--- src/sv/u2a_pkg.sv ---
// shared types, constants and fold functions for the utf8 to ascii glyph fold block
// no dependencies
`default_nettype none

package u2a_pkg;

  localparam int QueueDepth = 4;

  localparam logic [7:0] ChDash   = 8'h2D;
  localparam logic [7:0] ChQuote  = 8'h27;
  localparam logic [7:0] ChDquote = 8'h22;
  localparam logic [7:0] ChDot    = 8'h2E;
  localparam logic [7:0] ChGt     = 8'h3E;
  localparam logic [7:0] ChX      = 8'h78;

  localparam logic [15:0] CpEnDash     = 16'h2013;
  localparam logic [15:0] CpEmDash     = 16'h2014;
  localparam logic [15:0] CpLsquo      = 16'h2018;
  localparam logic [15:0] CpRsquo      = 16'h2019;
  localparam logic [15:0] CpLdquo      = 16'h201C;
  localparam logic [15:0] CpRdquo      = 16'h201D;
  localparam logic [15:0] CpEllipsis   = 16'h2026;
  localparam logic [15:0] CpArrow      = 16'h2192;
  localparam logic [15:0] CpTimes      = 16'h00D7;
  localparam logic [15:0] CpMiddot     = 16'h00B7;
  localparam logic [15:0] CpBullet     = 16'h2022;
  localparam logic [15:0] CpPrintLo    = 16'h0021;
  localparam logic [15:0] CpPrintHi    = 16'h007E;

  localparam logic [2:0] LenNone  = 3'd1;
  localparam logic [2:0] LenTwo   = 3'd2;
  localparam logic [2:0] LenThree = 3'd3;
  localparam logic [2:0] LenFour  = 3'd4;

  // up to three output bytes caused by one input byte, first byte in slot 0
  typedef struct packed {
    logic [1:0]      n;
    logic [2:0][7:0] bytes;
  } pkt_t;

  typedef struct packed {
    logic valid;
    pkt_t pkt;
  } push_t;

  function automatic logic [2:0] seq_len(logic [7:0] c);
    logic [2:0] len;
    len = LenNone;
    if ((c & 8'hE0) == 8'hC0) len = LenTwo;
    else if ((c & 8'hF0) == 8'hE0) len = LenThree;
    else if ((c & 8'hF8) == 8'hF0) len = LenFour;
    return len;
  endfunction

  function automatic pkt_t pkt_none();
    pkt_t p;
    p.n     = 2'd0;
    p.bytes = '0;
    return p;
  endfunction

  function automatic pkt_t pkt_one(logic [7:0] a);
    pkt_t p;
    p          = pkt_none();
    p.n        = 2'd1;
    p.bytes[0] = a;
    return p;
  endfunction

  function automatic pkt_t pkt_two(logic [7:0] a, logic [7:0] b);
    pkt_t p;
    p          = pkt_one(a);
    p.n        = 2'd2;
    p.bytes[1] = b;
    return p;
  endfunction

  function automatic pkt_t fold_cp(logic [15:0] cp);
    pkt_t p;
    p = pkt_none();
    unique case (cp) inside
      CpEnDash, CpEmDash, CpMiddot, CpBullet: p = pkt_one(ChDash);
      CpLsquo, CpRsquo:                       p = pkt_one(ChQuote);
      CpLdquo, CpRdquo:                       p = pkt_one(ChDquote);
      CpTimes:                                p = pkt_one(ChX);
      CpArrow:                                p = pkt_two(ChDash, ChGt);
      CpEllipsis: begin
        p          = pkt_two(ChDot, ChDot);
        p.n        = 2'd3;
        p.bytes[2] = ChDot;
      end
      default: begin
        if (cp >= CpPrintLo && cp <= CpPrintHi) p = pkt_one(cp[7:0]);
      end
    endcase
    return p;
  endfunction

endpackage

`default_nettype wire

--- src/sv/utf8_to_ascii_glyph_fold_top.sv ---
// top level of the utf8 to ascii glyph fold block
// depends on u2a_pkg, u2a_front, u2a_fifo and u2a_back
`default_nettype none

// Folds a utf8 byte stream to printable ascii lookalikes. An input beat is
// taken whenever the packet queue (QUEUE_DEPTH entries, default four) has
// room; each input beat yields zero to three output bytes, sent one per cycle
// by the output serializer while the output is ready, with tlast on the final
// byte of each input's results. Sustained rate is one input beat per cycle
// while the output is ready and averages at most one byte per input; otherwise
// the rate is set by the serializer draining the queue one byte each cycle.
module utf8_to_ascii_glyph_fold_top #(
  parameter int QUEUE_DEPTH = u2a_pkg::QueueDepth
) (
  input  wire logic       clk_i,
  input  wire logic       rst_ni,
  input  wire logic       s_axis_tvalid_i,
  output logic            s_axis_tready_o,
  input  wire logic [7:0] s_axis_tdata_i,   // [7:0] in_byte
  input  wire logic       s_axis_tlast_i,   // in_last
  output logic            m_axis_tvalid_o,
  input  wire logic       m_axis_tready_i,
  output logic [7:0]      m_axis_tdata_o,   // [7:0] out_byte
  output logic            m_axis_tlast_o    // out_run_last
);

  u2a_pkg::push_t push;
  u2a_pkg::pkt_t  head;
  logic           full, empty, pop;

  u2a_front u_front (
    .clk_i      (clk_i),
    .rst_ni     (rst_ni),
    .in_valid_i (s_axis_tvalid_i),
    .in_byte_i  (s_axis_tdata_i),
    .in_last_i  (s_axis_tlast_i),
    .full_i     (full),
    .in_ready_o (s_axis_tready_o),
    .push_o     (push)
  );

  u2a_fifo #(
    .Depth (QUEUE_DEPTH)
  ) u_fifo (
    .clk_i   (clk_i),
    .rst_ni  (rst_ni),
    .push_i  (push),
    .pop_i   (pop),
    .full_o  (full),
    .empty_o (empty),
    .head_o  (head)
  );

  u2a_back u_back (
    .clk_i       (clk_i),
    .rst_ni      (rst_ni),
    .head_i      (head),
    .empty_i     (empty),
    .out_ready_i (m_axis_tready_i),
    .pop_o       (pop),
    .out_valid_o (m_axis_tvalid_o),
    .out_byte_o  (m_axis_tdata_o),
    .out_last_o  (m_axis_tlast_o)
  );

endmodule

`default_nettype wire

--- src/sv/u2a_front.sv ---
// front end: accepts input bytes, tracks the pending utf8 sequence, folds to packets
// depends on u2a_pkg
`default_nettype none

module u2a_front (
  input  wire logic         clk_i,
  input  wire logic         rst_ni,
  input  wire logic         in_valid_i,
  input  wire logic [7:0]   in_byte_i,
  input  wire logic         in_last_i,
  input  wire logic         full_i,
  output logic              in_ready_o,
  output u2a_pkg::push_t    push_o
);

  logic [2:0][7:0] held_q;
  logic [1:0]      cnt_q, cnt_d;
  logic [2:0]      we;
  logic [2:0]      need;
  logic            accept, complete;
  logic [15:0]     cp2, cp3, cp_tail;
  u2a_pkg::pkt_t   pkt, fold_full;

  assign in_ready_o = !full_i;
  assign accept     = in_valid_i && !full_i;

  assign need     = u2a_pkg::seq_len(held_q[0]);
  assign complete = ({1'b0, cnt_q} + 3'd1) >= need;
  assign cp2      = {5'b0, held_q[0][4:0], in_byte_i[5:0]};
  assign cp3      = {held_q[0][3:0], held_q[1][5:0], in_byte_i[5:0]};
  assign cp_tail  = {5'b0, held_q[1][4:0], in_byte_i[5:0]};

  always_comb begin
    if (need == u2a_pkg::LenTwo) fold_full = u2a_pkg::fold_cp(cp2);
    else if (need == u2a_pkg::LenThree) fold_full = u2a_pkg::fold_cp(cp3);
    else fold_full = u2a_pkg::pkt_none();
  end

  always_comb begin
    pkt   = u2a_pkg::pkt_none();
    cnt_d = cnt_q;
    we    = 3'b000;
    if (cnt_q == 2'd0) begin
      if (!in_byte_i[7]) begin
        pkt = u2a_pkg::pkt_one(in_byte_i);
      end else if (!in_last_i && u2a_pkg::seq_len(in_byte_i) != u2a_pkg::LenNone) begin
        we[0] = 1'b1;
        cnt_d = 2'd1;
      end
    end else if (complete) begin
      pkt   = fold_full;
      cnt_d = 2'd0;
    end else if (!in_last_i) begin
      we[cnt_q] = 1'b1;
      cnt_d     = cnt_q + 2'd1;
    end else begin
      // truncated tail: lead dropped, rest scanned again
      cnt_d = 2'd0;
      if (cnt_q == 2'd1) begin
        if (!in_byte_i[7]) pkt = u2a_pkg::pkt_one(in_byte_i);
      end else if (!held_q[1][7]) begin
        if (!in_byte_i[7]) pkt = u2a_pkg::pkt_two(held_q[1], in_byte_i);
        else pkt = u2a_pkg::pkt_one(held_q[1]);
      end else if (u2a_pkg::seq_len(held_q[1]) == u2a_pkg::LenTwo) begin
        pkt = u2a_pkg::fold_cp(cp_tail);
      end else if (!in_byte_i[7]) begin
        pkt = u2a_pkg::pkt_one(in_byte_i);
      end
    end
  end

  assign push_o.valid = accept && (pkt.n != 2'd0);
  assign push_o.pkt   = pkt;

  always_ff @(posedge clk_i or negedge rst_ni) begin
    if (!rst_ni) begin
      cnt_q <= 2'd0;
    end else if (accept) begin
      cnt_q <= cnt_d;
    end
  end

  always_ff @(posedge clk_i) begin
    for (int i = 0; i < 3; i++) begin
      if (accept && we[i]) held_q[i] <= in_byte_i;
    end
  end

endmodule

`default_nettype wire

--- src/sv/u2a_fifo.sv ---
// packet queue between the front end and the output serializer
// depends on u2a_pkg
`default_nettype none

module u2a_fifo #(
  parameter int Depth = u2a_pkg::QueueDepth
) (
  input  wire logic          clk_i,
  input  wire logic          rst_ni,
  input  wire u2a_pkg::push_t push_i,
  input  wire logic          pop_i,
  output logic               full_o,
  output logic               empty_o,
  output u2a_pkg::pkt_t      head_o
);

  localparam int PtrW = (Depth > 1) ? $clog2(Depth) : 1;
  localparam int CntW = $clog2(Depth + 1);

  u2a_pkg::pkt_t mem_q [Depth];
  logic [PtrW-1:0] wptr_q, rptr_q;
  logic [CntW-1:0] cnt_q;
  logic            do_push, do_pop;

  assign full_o  = cnt_q == CntW'(Depth);
  assign empty_o = cnt_q == '0;
  assign head_o  = mem_q[rptr_q];
  assign do_push = push_i.valid && !full_o;
  assign do_pop  = pop_i && !empty_o;

  function automatic logic [PtrW-1:0] bump(logic [PtrW-1:0] p);
    return (p == PtrW'(Depth - 1)) ? '0 : p + PtrW'(1);
  endfunction

  always_ff @(posedge clk_i or negedge rst_ni) begin
    if (!rst_ni) begin
      wptr_q <= '0;
      rptr_q <= '0;
      cnt_q  <= '0;
    end else begin
      if (do_push) wptr_q <= bump(wptr_q);
      if (do_pop) rptr_q <= bump(rptr_q);
      if (do_push && !do_pop) cnt_q <= cnt_q + CntW'(1);
      else if (do_pop && !do_push) cnt_q <= cnt_q - CntW'(1);
    end
  end

  always_ff @(posedge clk_i) begin
    if (do_push) mem_q[wptr_q] <= push_i.pkt;
  end

endmodule

`default_nettype wire

--- src/sv/u2a_back.sv ---
// back end: serializes each queued packet one byte per beat, tlast on its final byte
// depends on u2a_pkg
`default_nettype none

module u2a_back (
  input  wire logic          clk_i,
  input  wire logic          rst_ni,
  input  wire u2a_pkg::pkt_t head_i,
  input  wire logic          empty_i,
  input  wire logic          out_ready_i,
  output logic               pop_o,
  output logic               out_valid_o,
  output logic [7:0]         out_byte_o,
  output logic               out_last_o
);

  logic [1:0] idx_q;
  logic       beat;

  assign out_valid_o = !empty_i;
  assign out_byte_o  = head_i.bytes[idx_q];
  assign out_last_o  = idx_q == (head_i.n - 2'd1);
  assign beat        = out_valid_o && out_ready_i;
  assign pop_o       = beat && out_last_o;

  always_ff @(posedge clk_i or negedge rst_ni) begin
    if (!rst_ni) begin
      idx_q <= 2'd0;
    end else if (beat) begin
      idx_q <= out_last_o ? 2'd0 : idx_q + 2'd1;
    end
  end

endmodule

`default_nettype wire

--- config.mk ---
export PLATFORM = sky130hd
export DESIGN_NAME = utf8_to_ascii_glyph_fold_top
export DESIGN_NICKNAME = d
export VERILOG_FILES = /design/src/sv/u2a_pkg.sv /design/src/sv/utf8_to_ascii_glyph_fold_top.sv /design/src/sv/u2a_front.sv /design/src/sv/u2a_fifo.sv /design/src/sv/u2a_back.sv
export SDC_FILE = /design/constraint.sdc
export NUM_CORES = 1
export LEC_CHECK = 0
export ABC_AREA = 1
export BUFFER_PORTS_ARGS = -buffer_cell sky130_fd_sc_hd__buf_4
export CAP_MARGIN = 40
export CELL_PAD_IN_SITES_DETAIL_PLACEMENT = 0
export CELL_PAD_IN_SITES_GLOBAL_PLACEMENT = 2
export CORE_ASPECT_RATIO = 1.1
export CORE_MARGIN = 1.5
export CORE_UTILIZATION = 39
export CTS_CLUSTER_DIAMETER = 100
export DETAILED_ROUTE_END_ITERATION = 16
export GPL_ROUTABILITY_DRIVEN = 0
export GPL_TIMING_DRIVEN = 0
export PLACE_DENSITY = 0.88
export RECOVER_POWER = 50
export SLEW_MARGIN = 20
export SYNTH_ARGS = -nofsm -noshare
export SYNTH_HDL_FRONTEND = slang
export SYNTH_SLANG_ARGS = --single-unit
export TNS_END_PERCENT = 30
--- constraint.sdc ---
create_clock -name clk_i -period 4.03 [get_ports clk_i]
set_input_delay 1.0075 -clock clk_i [delete_from_list [all_inputs] [get_ports clk_i]]
set_output_delay 1.0075 -clock clk_i [all_outputs]
set_load 0.02 [all_outputs]
Yosys cells after proc, flatten, opt, wreduce, memory -nomap -nowiden
Memories as Yosys holds them, arrays and structs flattened. Index checks and enable logic that the tools add are counted.

Flip-flop bits (word level): 27. Bits in writable memories: 104. Bits of input ports: 13. Logic and storage cells: 143. Memories: 1.

Add/sub/neg operators: 8. Magnitude comparators: 10. Equal/unequal tests: 35. Mux-type cells: 54. Reduce and logical (&&, ||, !) cells: 28.

Memories: u_fifo.mem_q (depth 4, bits a word 26, read ports 1, clocked after Yosys merged registers in 0, write ports 1, line u2a_fifo.sv:20) `u2a_pkg::pkt_t mem_q [Depth];`.

Operators with widths (number): two-way mux 26 bit (9); case mux 26 bit (6 select lines) (1); == test 16 x 14 -> 1 bit, second input constant (9); two-way mux 25 bit (4); two-way mux 3 bit (18); case mux 26 bit (2 select lines) (1); case mux 25 bit (2 select lines) (1); == test 11 x 8 -> 1 bit, second input constant (4); == test 16 x 8 -> 1 bit, second input constant (2); >= comparator 11 x 6 -> 1 bit, second input constant (2); less-or-equal comparator 11 x 7 -> 1 bit, second input constant (2); two-way mux 2 bit (10); binary-select mux 8 bit (select 2 bit) (1); >= comparator 16 x 6 -> 1 bit, second input constant (1); less-or-equal comparator 16 x 7 -> 1 bit, second input constant (1); == test 5 bit, second input constant (3); logical AND 1 bit (15); == test 3 bit, second input constant (4); == test 4 bit, second input constant (3); == test 3 x 2 -> 1 bit, second input constant (3); adder 2 x 1 -> 2 bit, second input constant (4); two-way mux 8 bit (1); two-way mux 1 bit (7); less-than comparator 2 x 3 -> 1 bit, second input constant (2); 19 further kinds (27).

Depth between registers and ports, before layout
Gate-level depths: netlist (run 1).

Depth in word-level cells: 23. Depth in mapped cells: 21.

Hierarchy
From an unflattened synthesis (run 1), not the netlist that was laid out.

Cells, all modules: 814. Area total of the unflattened synthesis: 7363.3 µm².

By module, submodules not included: u2a_fifo (times used 1, cells each 364, area an instance 4703.3 µm², sequential area each 3298.2 µm²); u2a_front (times used 1, cells each 383, area an instance 2273.4 µm², sequential area each 530.5 µm²); u2a_back (times used 1, cells each 67, area an instance 386.6 µm², sequential area each 50.0 µm²).

Worst setup path before layout (run 1)
Ideal clock, no wire load.

Path kind: input port to flip-flop. Start point: in s_axis_tdata_i[3]. End point: reg u_fifo.cnt_q[2]. Arrival: 3.102 ns. Data required time: 3.899 ns. Path slack: 0.797 ns. Stages: 18. Buffers on the path: 1. Cells stage by stage: buf_6 -> nor2_1 -> nand2_1 -> nor2_1 -> nand2_1 -> o21ai_1 -> inv_1 -> o21ai_1 -> nand2_1 -> nand3_4 -> nand2_8 -> inv_2 -> ha_1 -> inv_1 -> fa_1 -> a21oi_1 -> o21ai_0 -> xor2_1.

Cells in the longest elaborated chain, start to end: 16. Elaborated cells between the ends (all ways): 49.

RTL lines: from (decl) (line utf8_to_ascii_glyph_fold_top.sv:19) `input wire logic [7:0] s_axis_tdata_i,`; >= comparator 11 x 6 -> 1 bit / less-or-equal comparator 11 x 7 -> 1 bit (equally long branches) (line u2a_pkg.sv:93) `if (cp >= CpPrintLo && cp <= CpPrintHi) p = pkt_one(cp[7:0]);`; logical AND 1 bit (line u2a_pkg.sv:93); two-way mux 25 bit (line u2a_pkg.sv:93); case mux 26 bit (2 select lines) (line u2a_pkg.sv:81) `unique case (cp) inside`; two-way mux 26 bit (line u2a_front.sv:64) `end else if (u2a_pkg::seq_len(held_q[1]) == u2a_pkg::LenTwo) begin`; two-way mux 26 bit (line u2a_front.sv:61) `end else if (!held_q[1][7]) begin`; two-way mux 26 bit (line u2a_front.sv:59) `if (cnt_q == 2'd1) begin`; two-way mux 26 bit (line u2a_front.sv:53) `end else if (!in_last_i) begin`; two-way mux 26 bit (*) (line u2a_front.sv:50) `end else if (complete) begin`; two-way mux 26 bit (*) (line u2a_front.sv:43) `if (cnt_q == 2'd0) begin`; nonzero test 2 bit (*) (line u2a_front.sv:72) `assign push_o.valid = accept && (pkt.n != 2'd0);`; logical AND 1 bit (*) (line u2a_front.sv:72); logical AND 1 bit (*) (line u2a_fifo.sv:28) `assign do_push = push_i.valid && !full_o;`; named net u_fifo.do_push (line u2a_fifo.sv:23) `logic do_push, do_pop;`; logical NOT 1 bit (line u2a_fifo.sv:44) `else if (do_pop && !do_push) cnt_q <= cnt_q - CntW'(1);`; logical AND 1 bit (line u2a_fifo.sv:44); nonzero test 2 bit (no line); to (signal assigned) (line u2a_fifo.sv:43) `if (do_push && !do_pop) cnt_q <= cnt_q + CntW'(1);`; to (signal assigned) (line u2a_fifo.sv:44); to (decl) (line u2a_fifo.sv:22) `logic [CntW-1:0] cnt_q;`.

The timed path passes the listed nets; every way through them passes the cells marked *. A chain may end at the register's enable or synchronous reset.

Final worst setup path (run 1)
Start point: in s_axis_tdata_i[2]. End point: reg u_fifo.cnt_q[2].

Same word-level chain as after synthesis.

==> results by group, run 1 <==
Clocking
  • Num Clock Sinks: 99
  • Root buffer cell: clkbuf_16
  • # hold bufs at CTS: 0
  • Clock transition at path regs: 0.07 ns
  • H-Tree Depth: 3
  • Num CTS Buffers: 9
  • Maximum clock path buffer count: 2
  • CTS tree: built
  • Clk Latency, worst-skew pair: 0.35 ns

Finish
  • Multi-input gate area: 0.00229 mm²
  • Post-layout instance area: 0.00627 mm²
  • Layout Utilization: 45.3%
  • Area grow syn2layout: 12.9%
  • # diodes: 0
  • Nets: 691
  • Fillers: 1382
  • Share of cells above drive strength 1: 11.9%
  • Storage cell area: 0.00292 mm²

Flow run
  • MaxCap Viol Count: 0

Yosys
  • Post-Syn Instances: 623
  • Number of synthesized register bits: 99
  • Top FF cell, synth: edfxtp_1
  • Async SR Flop Fraction: 11.1%
  • Syn avg cell area: 8.92 µm²
  • Synth Cell Area: 0.00555 mm²
  • Yosys cell types: 44
  • Post-synth EDFFs: 88
  • Ys Warns: 0
  • Seq/Total Area, Yosys: 52.5%

Setup path
  • WS Path Type: primary input to flip-flop
  • Delay of the slowest critical-path stage: 0.38 ns
  • Cell chain of the critical path: clkbuf_1 > inv_1 > nor2_4 > nand2_4 > nor2_1 > nand2_1 > nand2_1 > nor2_1 > nand4_1 > nand2_1 > nand2_1 > nand2_1 > nand3_4 > nand2_8 > inv_2 > ha_1 > inv_1 > fa_1 > a21oi_1 > o21ai_0 > xor2_1
  • R2R setup slack: 0.45 ns
  • Setup crit start kind: primary input
  • CP max stage cell: fa_1
  • Worst Path Arrival: 3.91 ns
  • Critical Path End Type: flip-flop
  • Most frequent CP cell: nand2_1
  • Worst Path Buf+Inv: 4
  • CP Data Required Time: 4.26 ns
  • CP top delay family: simple AND/OR/NAND/NOR gates
  • Crit path max fanout: 8

Placement
  • Port bufs: 23
  • DP HPWL: 10700 µm
  • DP Area: 0.00604 mm²

Floorplanning
  • CORE AREA: 0.0139 mm²
  • I/O pin cnt: 24
  • Die width: 117 µm
  • Die height: 128 µm
  • FP Rows: 45
  • Total Die Area: 0.0150 mm²
  • Starting Density: 40.1%

GRT
  • Antenna violations before repair: 0
  • Global-route wire length before repair: 22200 µm
  • Largest net degree at the start of global routing: 17
  • Vias in the first global route: 4161
  • Overall Global Routing Usage: 20.1%
  • Grt total ovfl: 0

Route
  • Drt first-iter violations: 281
  • Number of remaining DRC errors: 0
  • WL/cell: 16.5 µm
  • DRT Wirelength: 14100 µm
  • First-pass DRT Iterations: 6
  • Vias: 4395
  • DRT antenna net count: 0
  • Detail-routed via count per cell: 5.12

STA
  • Worst Skew: 0.00986 ns
  • Final setup viols: 0
  • Crit share post-route: 91.4%
  • Max-Slew Margin vs Limit: 12.0%
  • RSZ-0062 raised after global routing: false
  • Final Hold Viols: 0
  • Setup_tns: 0 ns
  • Fmax: 271 MHz
  • Slew @ Worst Pin: 1.31 ns
  • Slew Limit Fails: 0
  • Min cycle time layout: 3.68 ns

Power
  • PwrDens: 730 mW/mm²
  • Leakage power: 2.46 nW
  • Post-layout total power: 4.58 mW
  • Max VDD drop: 302 µV

Status
  • Outcome: finished, final reports clean

Hold path
  • Hold Crit Class: flip-flop to flip-flop
## worst reg2reg max path: cells and delay by family (launching register included)
kind	cells	cell delay [ns]
DFF	1	0.40
AOI/OAI and AO/OA	2	0.25
xor gates and xnor gates	1	0.15
adders and majority gates	3	0.81
buffers and inverters	5	0.50
and+or+nand+nor	9	1.35
## placed cells by master (no fill, tap or decap), types with 2 or more instances in the layout
master       n
nand2_2     13
nand2_4      2
xor2_1       2
nor2_4       4
clkbuf_16    9
a2111oi_0    2
nand4_1      9
nand2_1    105
buf_4       13
nor2_1     104
o22ai_1     16
conb_1       4
ha_1        12
a22oi_1      5
dfrtp_1     11
a21oi_1     24
edfxtp_1    88
inv_2       10
o211ai_1     4
clkbuf_1    25
nor3_1      12
buf_8        3
nand3_1     38
buf_2        3
inv_1       55
a22o_1       3
o21ai_1      3
o21ai_0     58
buf_6        4
inv_6        2
nor2_2       8
## final cells by class
class	instances	share of cell area (%)
flip-flops and latches	99	46.5
well taps	188	3.75
clock inverters	5	0.978
clock buffers	11	3.71
plain buffers	18	1.56
repair buffers	28	3.05
multi-input cells	444	36.5
inverters	65	3.89
## worst paths after layout
path,to,cells past startpoint,startpoint
worst min register to register,u_fifo.cnt_q[0]$_DFFE_PN0P_,1,u_fifo.cnt_q[0]$_DFFE_PN0P_
worst max-delay path,u_fifo.cnt_q[2]$_DFFE_PN0P_,21,s_axis_tdata_i[2]
max in group asynchronous,u_front.cnt_q[0]$_DFFE_PN0P_,1,rst_ni
worst min-delay path,u_fifo.cnt_q[0]$_DFFE_PN0P_,1,u_fifo.cnt_q[0]$_DFFE_PN0P_
min in group asynchronous,u_fifo.rptr_q[0]$_DFFE_PN0P_,1,rst_ni
worst max register to register,u_fifo.cnt_q[2]$_DFFE_PN0P_,20,u_front.held_q[5]$_DFFE_PP_
## state kept, by name, summed over array words and instances, names as in the netlist, 3 cells and up
name / cells
u_fifo.cnt_q: 3
u_front.cp3: 6
u_front.held_q: 5
u_front.cp2: 5
u_fifo.mem_q: 72
## report_power, final
part,switching (mW),internal [mW]
Combinational,1.45,0.663
Sequential,0.103,1.51
Clock,0.370,0.486
Total,1.92,2.66
## Yosys cell counts (all sizes together), types with 9 or more instances
cell | n | area share, %
a21oi | 25 | 2.5
nor2 | 116 | 8.9
o21ai | 61 | 5.5
inv | 65 | 4.4
nand3 | 40 | 3.9
nand4 | 9 | 1.1
nand2 | 121 | 9.4
ha | 12 | 2.7
dfrtp | 11 | 5.0
edfxtp | 88 | 48
nor3 | 14 | 1.4
buf | 9 | 1.2
o22ai | 16 | 1.8
clkbuf | 9 | 0.61
## per-stage QoR
stage / cells / hold slack, ns / setup WS [ns]
floorplan: 626 / 0.500 / 0.797
global placement: 837 / 0.521 / 0.198
detailed placement: 842 / 0.531 / 0.294
CTS: 858 / 0.481 / 0.281
global route: 858 / 0.569 / 0.00872
finish: 858 / 0.538 / 0.346
## what timing repair did
action                     4_1_cts  5_1_grt
setup endpoints to repair        0       10
resized for setup                0        2
setup buffers                    0        0
## kinds of logic after synthesis
group / synth area share (%)
AO/OA/AOI/OAI: 12.6
flip-flops: 52.5
AND/OR/NAND/NOR: 25.1
buffers and inverters: 6.19
other: 0.0675
adder cells (fa/ha/maj): 3.06
XOR/XNOR: 0.473
## routing by layer
layer | vias up | GRT usage, % | wire, µm
li1 | 2222 | - | -
met1 | 2052 | 25.0 | 6100
met2 | 103 | 35.2 | 7230
met3 | 18 | 3.17 | 558
met4 | 0 | 6.80 | 229
met5 | - | 0 | 0
(Power assumes the default switching activity.)
==> run 2, diff against run 1 <==
- CELL_PAD_IN_SITES_DETAIL_PLACEMENT: 0 -> default
- CELL_PAD_IN_SITES_GLOBAL_PLACEMENT: 2 -> default
- CORE_UTILIZATION: 39 -> 62
==> results by group, run 2 (same netlist as run 1, synthesis figures left out) <==
Setup path
  • Most frequent CP cell: inv_1
  • Worst Path Arrival: 4.01 ns
  • Critical Path End Type: flip-flop
  • CP max stage cell: edfxtp_1
  • Crit path max fanout: 10
  • CP Data Required Time: 4.30 ns
  • WS Path Type: flip-flop to flip-flop
  • Delay of the slowest critical-path stage: 0.40 ns
  • Setup crit start kind: flip-flop
  • Cell chain of the critical path: inv_1 > nor3_4 > nor2_1 > ha_1 > nand3b_1 > nand3_1 > clkbuf_1 > o21ai_1 > inv_1 > o21ai_1 > nand2_1 > nand3_4 > nand2_8 > inv_2 > ha_1 > inv_1 > fa_1 > a21oi_1 > o21ai_0 > xor2_1

Finish
  • Post-layout instance area: 0.00606 mm²
  • Max reg flops: 72
  • Nets: 692
  • Fillers: 645
  • Most flop-heavy register: u_fifo.mem_q
  • # diodes: 0
  • Most common cell after layout, fill and taps aside: nand2_1
  • Most frequent cells in the layout: nand2_1, nor2_1, edfxtp_1, o21ai_0, inv_1
  • Share of cells above drive strength 1: 12.1%
  • Area grow syn2layout: 9.03%

Route
  • Met2 wire length: 6910 µm
  • Met1 WL: 5030 µm
  • DRT antenna net count: 0
  • Top routing layer used: met4
  • DRT Wirelength: 13600 µm
  • Detail-routed via count per cell: 6.14
  • Drt first-iter violations: 506
  • Number of remaining DRC errors: 0
  • WL/cell: 17.4 µm
  • First-pass DRT Iterations: 6
  • Vias: 4823
  • Met3 WL: 1160 µm

STA
  • RSZ-0062 raised after global routing: false
  • Fmax: 267 MHz
  • Setup_tns: 0 ns
  • Slew @ Worst Pin: 0.732 ns
  • Max-Slew Margin vs Limit: 51.2%
  • Worst Skew: 0.0168 ns
  • Final Hold Viols: 0
  • Crit share post-route: 92.9%
  • Min cycle time layout: 3.74 ns
  • Final setup viols: 0
  • Slew Limit Fails: 0

Placement
  • DP HPWL: 9800 µm
  • DP Area: 0.00594 mm²
  • Port bufs: 23

Floorplanning
  • I/O pin cnt: 24
  • Starting Density: 63.2%
  • Total Die Area: 0.00954 mm²
  • Die width: 93.2 µm
  • FP Rows: 36
  • Die height: 102 µm
  • CORE AREA: 0.00878 mm²

Clocking
  • CTS tree: built
  • # hold bufs at CTS: 0
  • Root buffer cell: clkbuf_8
  • Maximum clock path buffer count: 2
  • Num Clock Sinks: 99
  • Post-CTS Setup Bufs: 0
  • H-Tree Depth: 3
  • Clock transition at path regs: 0.09 ns
  • Num CTS Buffers: 9
  • Post-cts resize count: 0
  • Clk Latency, worst-skew pair: 0.38 ns

Power
  • NetSw: 1.94 mW
  • Max VDD drop: 301 µV
  • Leakage power: 2.41 nW
  • PwrDens: 717 mW/mm²
  • Flop pwr share: 37.3%
  • Sw Ratio: 44.7%
  • Internal: 2.40 mW
  • Comb power frac: 49.4%
  • Clock power share: 13.3%

GRT
  • Vias in the first global route: 4573
  • Global-route wire length before repair: 21300 µm
  • Largest net degree at the start of global routing: 17
  • Antenna violations before repair: 0
  • Overall Global Routing Usage: 29.5%
  • Grt total ovfl: 0

Flow run
  • MaxCap Viol Count: 0

Hold path
  • Hold Crit Class: flip-flop to flip-flop

Status
  • Outcome: finished, final reports clean
-- run 2: changes by cell type in the layout (fill, tap and decap cells not counted) --
cell | before | now
clkbuf_4 | 0 | 1
inv_6 | 2 | 1
bufinv_16 | 1 | 0
o21ai_1 | 3 | 5
clkinvlp_4 | 0 | 1
clkinv_4 | 1 | 2
buf_8 | 3 | 2
buf_6 | 4 | 5
clkbuf_16 | 9 | 0
clkbuf_8 | 0 | 9
o21ai_0 | 58 | 56
-- run 2: worst paths after layout --
kind                                             start                      endpoint  slack (ns)  cells after the start
hold reg to reg            u_fifo.cnt_q[0]$_DFFE_PN0P_   u_fifo.cnt_q[0]$_DFFE_PN0P_        0.55                      1
max in group asynchronous                       rst_ni  u_front.cnt_q[1]$_DFFE_PN0P_        2.93                      1
hold / removal             u_fifo.cnt_q[0]$_DFFE_PN0P_   u_fifo.cnt_q[0]$_DFFE_PN0P_        0.55                      1
setup reg to reg           u_front.held_q[5]$_DFFE_PP_   u_fifo.cnt_q[2]$_DFFE_PN0P_        0.29                     20
min in group asynchronous                       rst_ni   u_back.idx_q[0]$_DFFE_PN0P_        0.65                      1
setup / recovery           u_front.held_q[5]$_DFFE_PP_   u_fifo.cnt_q[2]$_DFFE_PN0P_        0.29                     20
-- run 2: area by class of cell --
type                       count  area (µm²)  area share [%]
timing repair buffer          29         195            3.22
buffer                        18        97.6            1.61
clock inverter                 5        38.8           0.640
multi-input combinational    444        2290            37.8
inverter                      65         244            4.03
tap                          114         143            2.36
clock buffer                  11         131            2.17
sequential                    99        2920            48.2
-- run 2: layer usage --
metal | up-vias | GRT usage (%)
li1 | 2218 | -
met1 | 2247 | 34.6
met2 | 293 | 51.4
met3 | 65 | 6.25
met4 | 0 | 14.6
met5 | - | 0
-- run 2: power by group through the flow --
| stage | Sequential (mW) | Combinational, mW | Clock [mW] |
|---|---|---|---|
| global placement | 1.63 | 1.95 | 0 |
| CTS | 1.61 | 2.12 | 0.570 |
| floorplan | 1.61 | 1.46 | 0 |
| finish | 1.62 | 2.15 | 0.577 |
| detailed placement | 1.64 | 2.11 | 0 |
| global route | 1.64 | 2.33 | 0.609 |
-- run 2: worst max-delay path: cells and delay by family (launching register included) --
family	cells	cell delay, ns
AO/OA/AOI/OAI	4	0.49
adder cells (fa/ha/maj)	3	0.83
XOR/XNOR	1	0.16
flip-flops	1	0.40
buffers and inverters	5	0.54
AND/OR/NAND/NOR	7	1.20
-- run 2: metrics by stage --
stage | setup WS, ns | cells | power [mW] | hold slack (ns) | util [%]
2_1_floorplan | 0.797 | 626 | 3.06 | 0.500 | -
3_3_place_gp | 0.300 | 763 | 3.58 | 0.519 | 67.0
3_5_place_dp | 0.251 | 769 | 3.75 | 0.544 | 67.7
4_1_cts | 0.304 | 785 | 4.31 | 0.457 | 69.6
5_1_grt | 0.0257 | 785 | 4.58 | 0.575 | 68.9
6_report | 0.287 | 785 | 4.34 | 0.546 | 68.9
==> run 3, diff against run 2 <==
- CORE_UTILIZATION: 62 -> 64
- PLACE_DENSITY: 0.88 -> 0.9
- SYNTH_HIERARCHICAL: default -> 1
==> results by group, run 3 <==
Power
  • Post-layout total power: 5.84 mW
  • NetSw: 2.37 mW
  • Max VDD drop: 576 µV
  • Comb power frac: 42.4%
  • Flop pwr share: 31.3%
  • Clock power share: 26.3%
  • Internal: 3.47 mW
  • PwrDens: 693 mW/mm²
  • Leakage power: 3.67 nW
  • Sw Ratio: 40.6%

Clocking
  • Clk Latency, worst-skew pair: 0.42 ns
  • Maximum clock path buffer count: 2
  • # hold bufs at CTS: 0
  • Post-CTS Setup Bufs: 0
  • CTS tree: built
  • Num Clock Sinks: 131
  • Clock transition at path regs: 0.06 ns
  • Num CTS Buffers: 17
  • Post-cts resize count: 0
  • H-Tree Depth: 4
  • Root buffer cell: clkbuf_16

GRT
  • Overall Global Routing Usage: 32.6%
  • Antenna violations before repair: 0
  • Grt total ovfl: 0
  • Vias in the first global route: 5918
  • Global-route wire length before repair: 29700 µm
  • Largest net degree at the start of global routing: 19

Yosys
  • Post-Synth Simple-Gate Area: 21.4%
  • Post-synthesis xor/xnor area fraction: 0.119%
  • Async SR Flop Fraction: 8.40%
  • Post-synth EDFFs: 120
  • Ys Warns: 6
  • Number of synthesized register bits: 131
  • Seq/Total Area, Yosys: 52.7%
  • Post-Syn Instances: 814
  • Synth Area in Adders: 2.31%
  • Top-count cell post-synth: nand2_1
  • Largest family of logic cells by synthesized area: simple AND/OR/NAND/NOR gates
  • Yosys cell types: 41
  • Commonest cells post-synth: nand2_1, edfxtp_1, inv_1, nor2_1, nand3_1
  • Syn avg cell area: 9.05 µm²
  • Synth Cell Area: 0.00736 mm²
  • Synth top area cells: edfxtp_1, nand2_1, inv_1
  • Cell taking the most area after synthesis: edfxtp_1
  • Post-synthesis mux area share: 0%
  • Synth top area share: 48.9%
  • Top FF cell, synth: edfxtp_1
  • Compound-Gate Fraction of Synth Area: 12.8%

Route
  • Detail-routed via count per cell: 6.03
  • DRT antenna net count: 0
  • Drt first-iter violations: 621
  • DRT Wirelength: 18700 µm
  • Vias: 6195
  • Number of remaining DRC errors: 0
  • WL/cell: 18.2 µm
  • First-pass DRT Iterations: 7

Finish
  • # diodes: 0
  • Max reg flops: 104
  • Fillers: 711
  • Most common cell after layout, fill and taps aside: nand2_1
  • Nets: 894
  • Most flop-heavy register: u_fifo/mem_q
  • Most frequent cells in the layout: nand2_1, inv_1, edfxtp_1, nor2_1, nand3_1
  • Area grow syn2layout: 14.5%
  • Share of cells above drive strength 1: 16.5%
  • Finished Layout Cells: 1028

Status
  • Outcome: finished, final reports clean

Hold path
  • Hold Crit Class: flip-flop to flip-flop

STA
  • Slew @ Worst Pin: 0.773 ns
  • Crit share post-route: 93.7%
  • Setup_tns: 0 ns
  • Max-Slew Margin vs Limit: 48.4%
  • Final Hold Viols: 0
  • RSZ-0062 raised after global routing: false
  • Min cycle time layout: 3.77 ns
  • Slew Limit Fails: 0
  • Worst Skew: 0.00841 ns
  • Post-route setup slack: 0.255 ns
  • WHS: 0.515 ns
  • Final setup viols: 0
  • Fmax: 265 MHz

Placement
  • DP Worst Slack: -0.0103 ns
  • Port bufs: 23
  • Placed insts: 995
  • DP HPWL: 11800 µm

Setup path
  • Setup crit start kind: flip-flop
  • Cell chain of the critical path: buf_4 > inv_1 > clkbuf_1 > o211ai_1 > nand2_1 > inv_1 > nand2_1 > nand2_2 > nand2_2 > nand2_1 > inv_1 > buf_4
  • Worst Path Arrival: 2.77 ns
  • CP max stage cell: clkbuf_1
  • Critical Path End Type: output pin
  • Delay of the slowest critical-path stage: 0.63 ns
  • WS Path Type: flip-flop to output pin
  • CP Data Required Time: 3.02 ns
  • Crit path max fanout: 10

Flow run
  • MaxCap Viol Count: 0

Floorplanning
  • I/O pin cnt: 24
  • Die height: 115 µm
  • CORE AREA: 0.0111 mm²
  • Die width: 105 µm
  • Total Die Area: 0.0122 mm²
  • FP Rows: 40
  • Starting Density: 66.6%
[run 3: cell types whose count changed after synthesis, sizes merged, moves of 24 or more]
| cell | before | now |
|---|---|---|
| edfxtp | 88 | 120 |
| nor2 | 116 | 85 |
| o211ai | 4 | 57 |
| nand2 | 121 | 217 |
| buf | 9 | 33 |
| inv | 65 | 136 |
[run 3: through the flow]
step / util (%) / area (µm²)
floorplan: - / 7380
global placement: 70.0 / 7740
detailed placement: 71.4 / 7900
CTS: 76.8 / 8490
global route: 76.2 / 8430
finish: 76.2 / 8430
[run 3: kinds of logic (layout without fill, tap and decap cells)]
kind of cell,count (synthesis),after routing
other,1,6
buffers and inverters,171,233
DFF,131,131
adders and majority gates,13,13
and+or+nand+nor,366,366
AOI/OAI and AO/OA,131,131
xor gates and xnor gates,1,1
[run 3: worst paths after layout]
kind / startpoint / to / slack (ns) / cells after the start
setup / recovery: u_fifo/rptr_q[1]$_DFFE_PN0P_ / m_axis_tlast_o / 0.26 / 12
max in group asynchronous: rst_ni / u_fifo/cnt_q[1]$_DFFE_PN0P_ / 3.04 / 1
setup reg to reg: u_front/cnt_q[0]$_DFFE_PN0P_ / u_fifo/cnt_q[2]$_DFFE_PN0P_ / 0.27 / 22
hold reg to reg: u_fifo/cnt_q[2]$_DFFE_PN0P_ / u_fifo/cnt_q[2]$_DFFE_PN0P_ / 0.52 / 2
min in group asynchronous: rst_ni / u_front/cnt_q[0]$_DFFE_PN0P_ / 0.58 / 1
hold / removal: u_fifo/cnt_q[2]$_DFFE_PN0P_ / u_fifo/cnt_q[2]$_DFFE_PN0P_ / 0.52 / 2
[run 3: layout make-up]
class | instances | area [µm²] | share of cell area [%]
clock buffer | 17 | 425 | 5.05
clock inverter | 15 | 169 | 2.00
timing repair buffer | 30 | 264 | 3.13
tap | 147 | 184 | 2.18
buffer | 35 | 255 | 3.03
multi-input combinational | 517 | 2740 | 32.5
inverter | 136 | 510 | 6.06
sequential | 131 | 3880 | 46.0
[run 3: metal layers]
metal,wire length [µm],track usage [%],up-vias
met3,1770,8.10,105
met2,9340,57.1,420
met4,996,21.0,0
li1,-,-,2812
met1,6620,35.6,2858
met5,0,0,-
[run 3: power groups by stage]
stage / sequential, mW / clock [mW] / combinational (mW)
final: 1.83 / 1.53 / 2.48
after global placement: 1.85 / 0 / 2.22
after floorplan: 1.83 / 0 / 1.62
after detailed placement: 1.85 / 0 / 2.35
after global routing: 1.84 / 1.60 / 2.65
after CTS: 1.83 / 1.54 / 2.43
[run 3: worst max-delay path: cells and delay by family (launching register included)]
| family | cells | cell delay [ns] |
|---|---|---|
| buf+inv | 6 | 1.29 |
| simple gates | 5 | 0.48 |
| flops | 1 | 0.38 |
| compound gates | 1 | 0.19 |
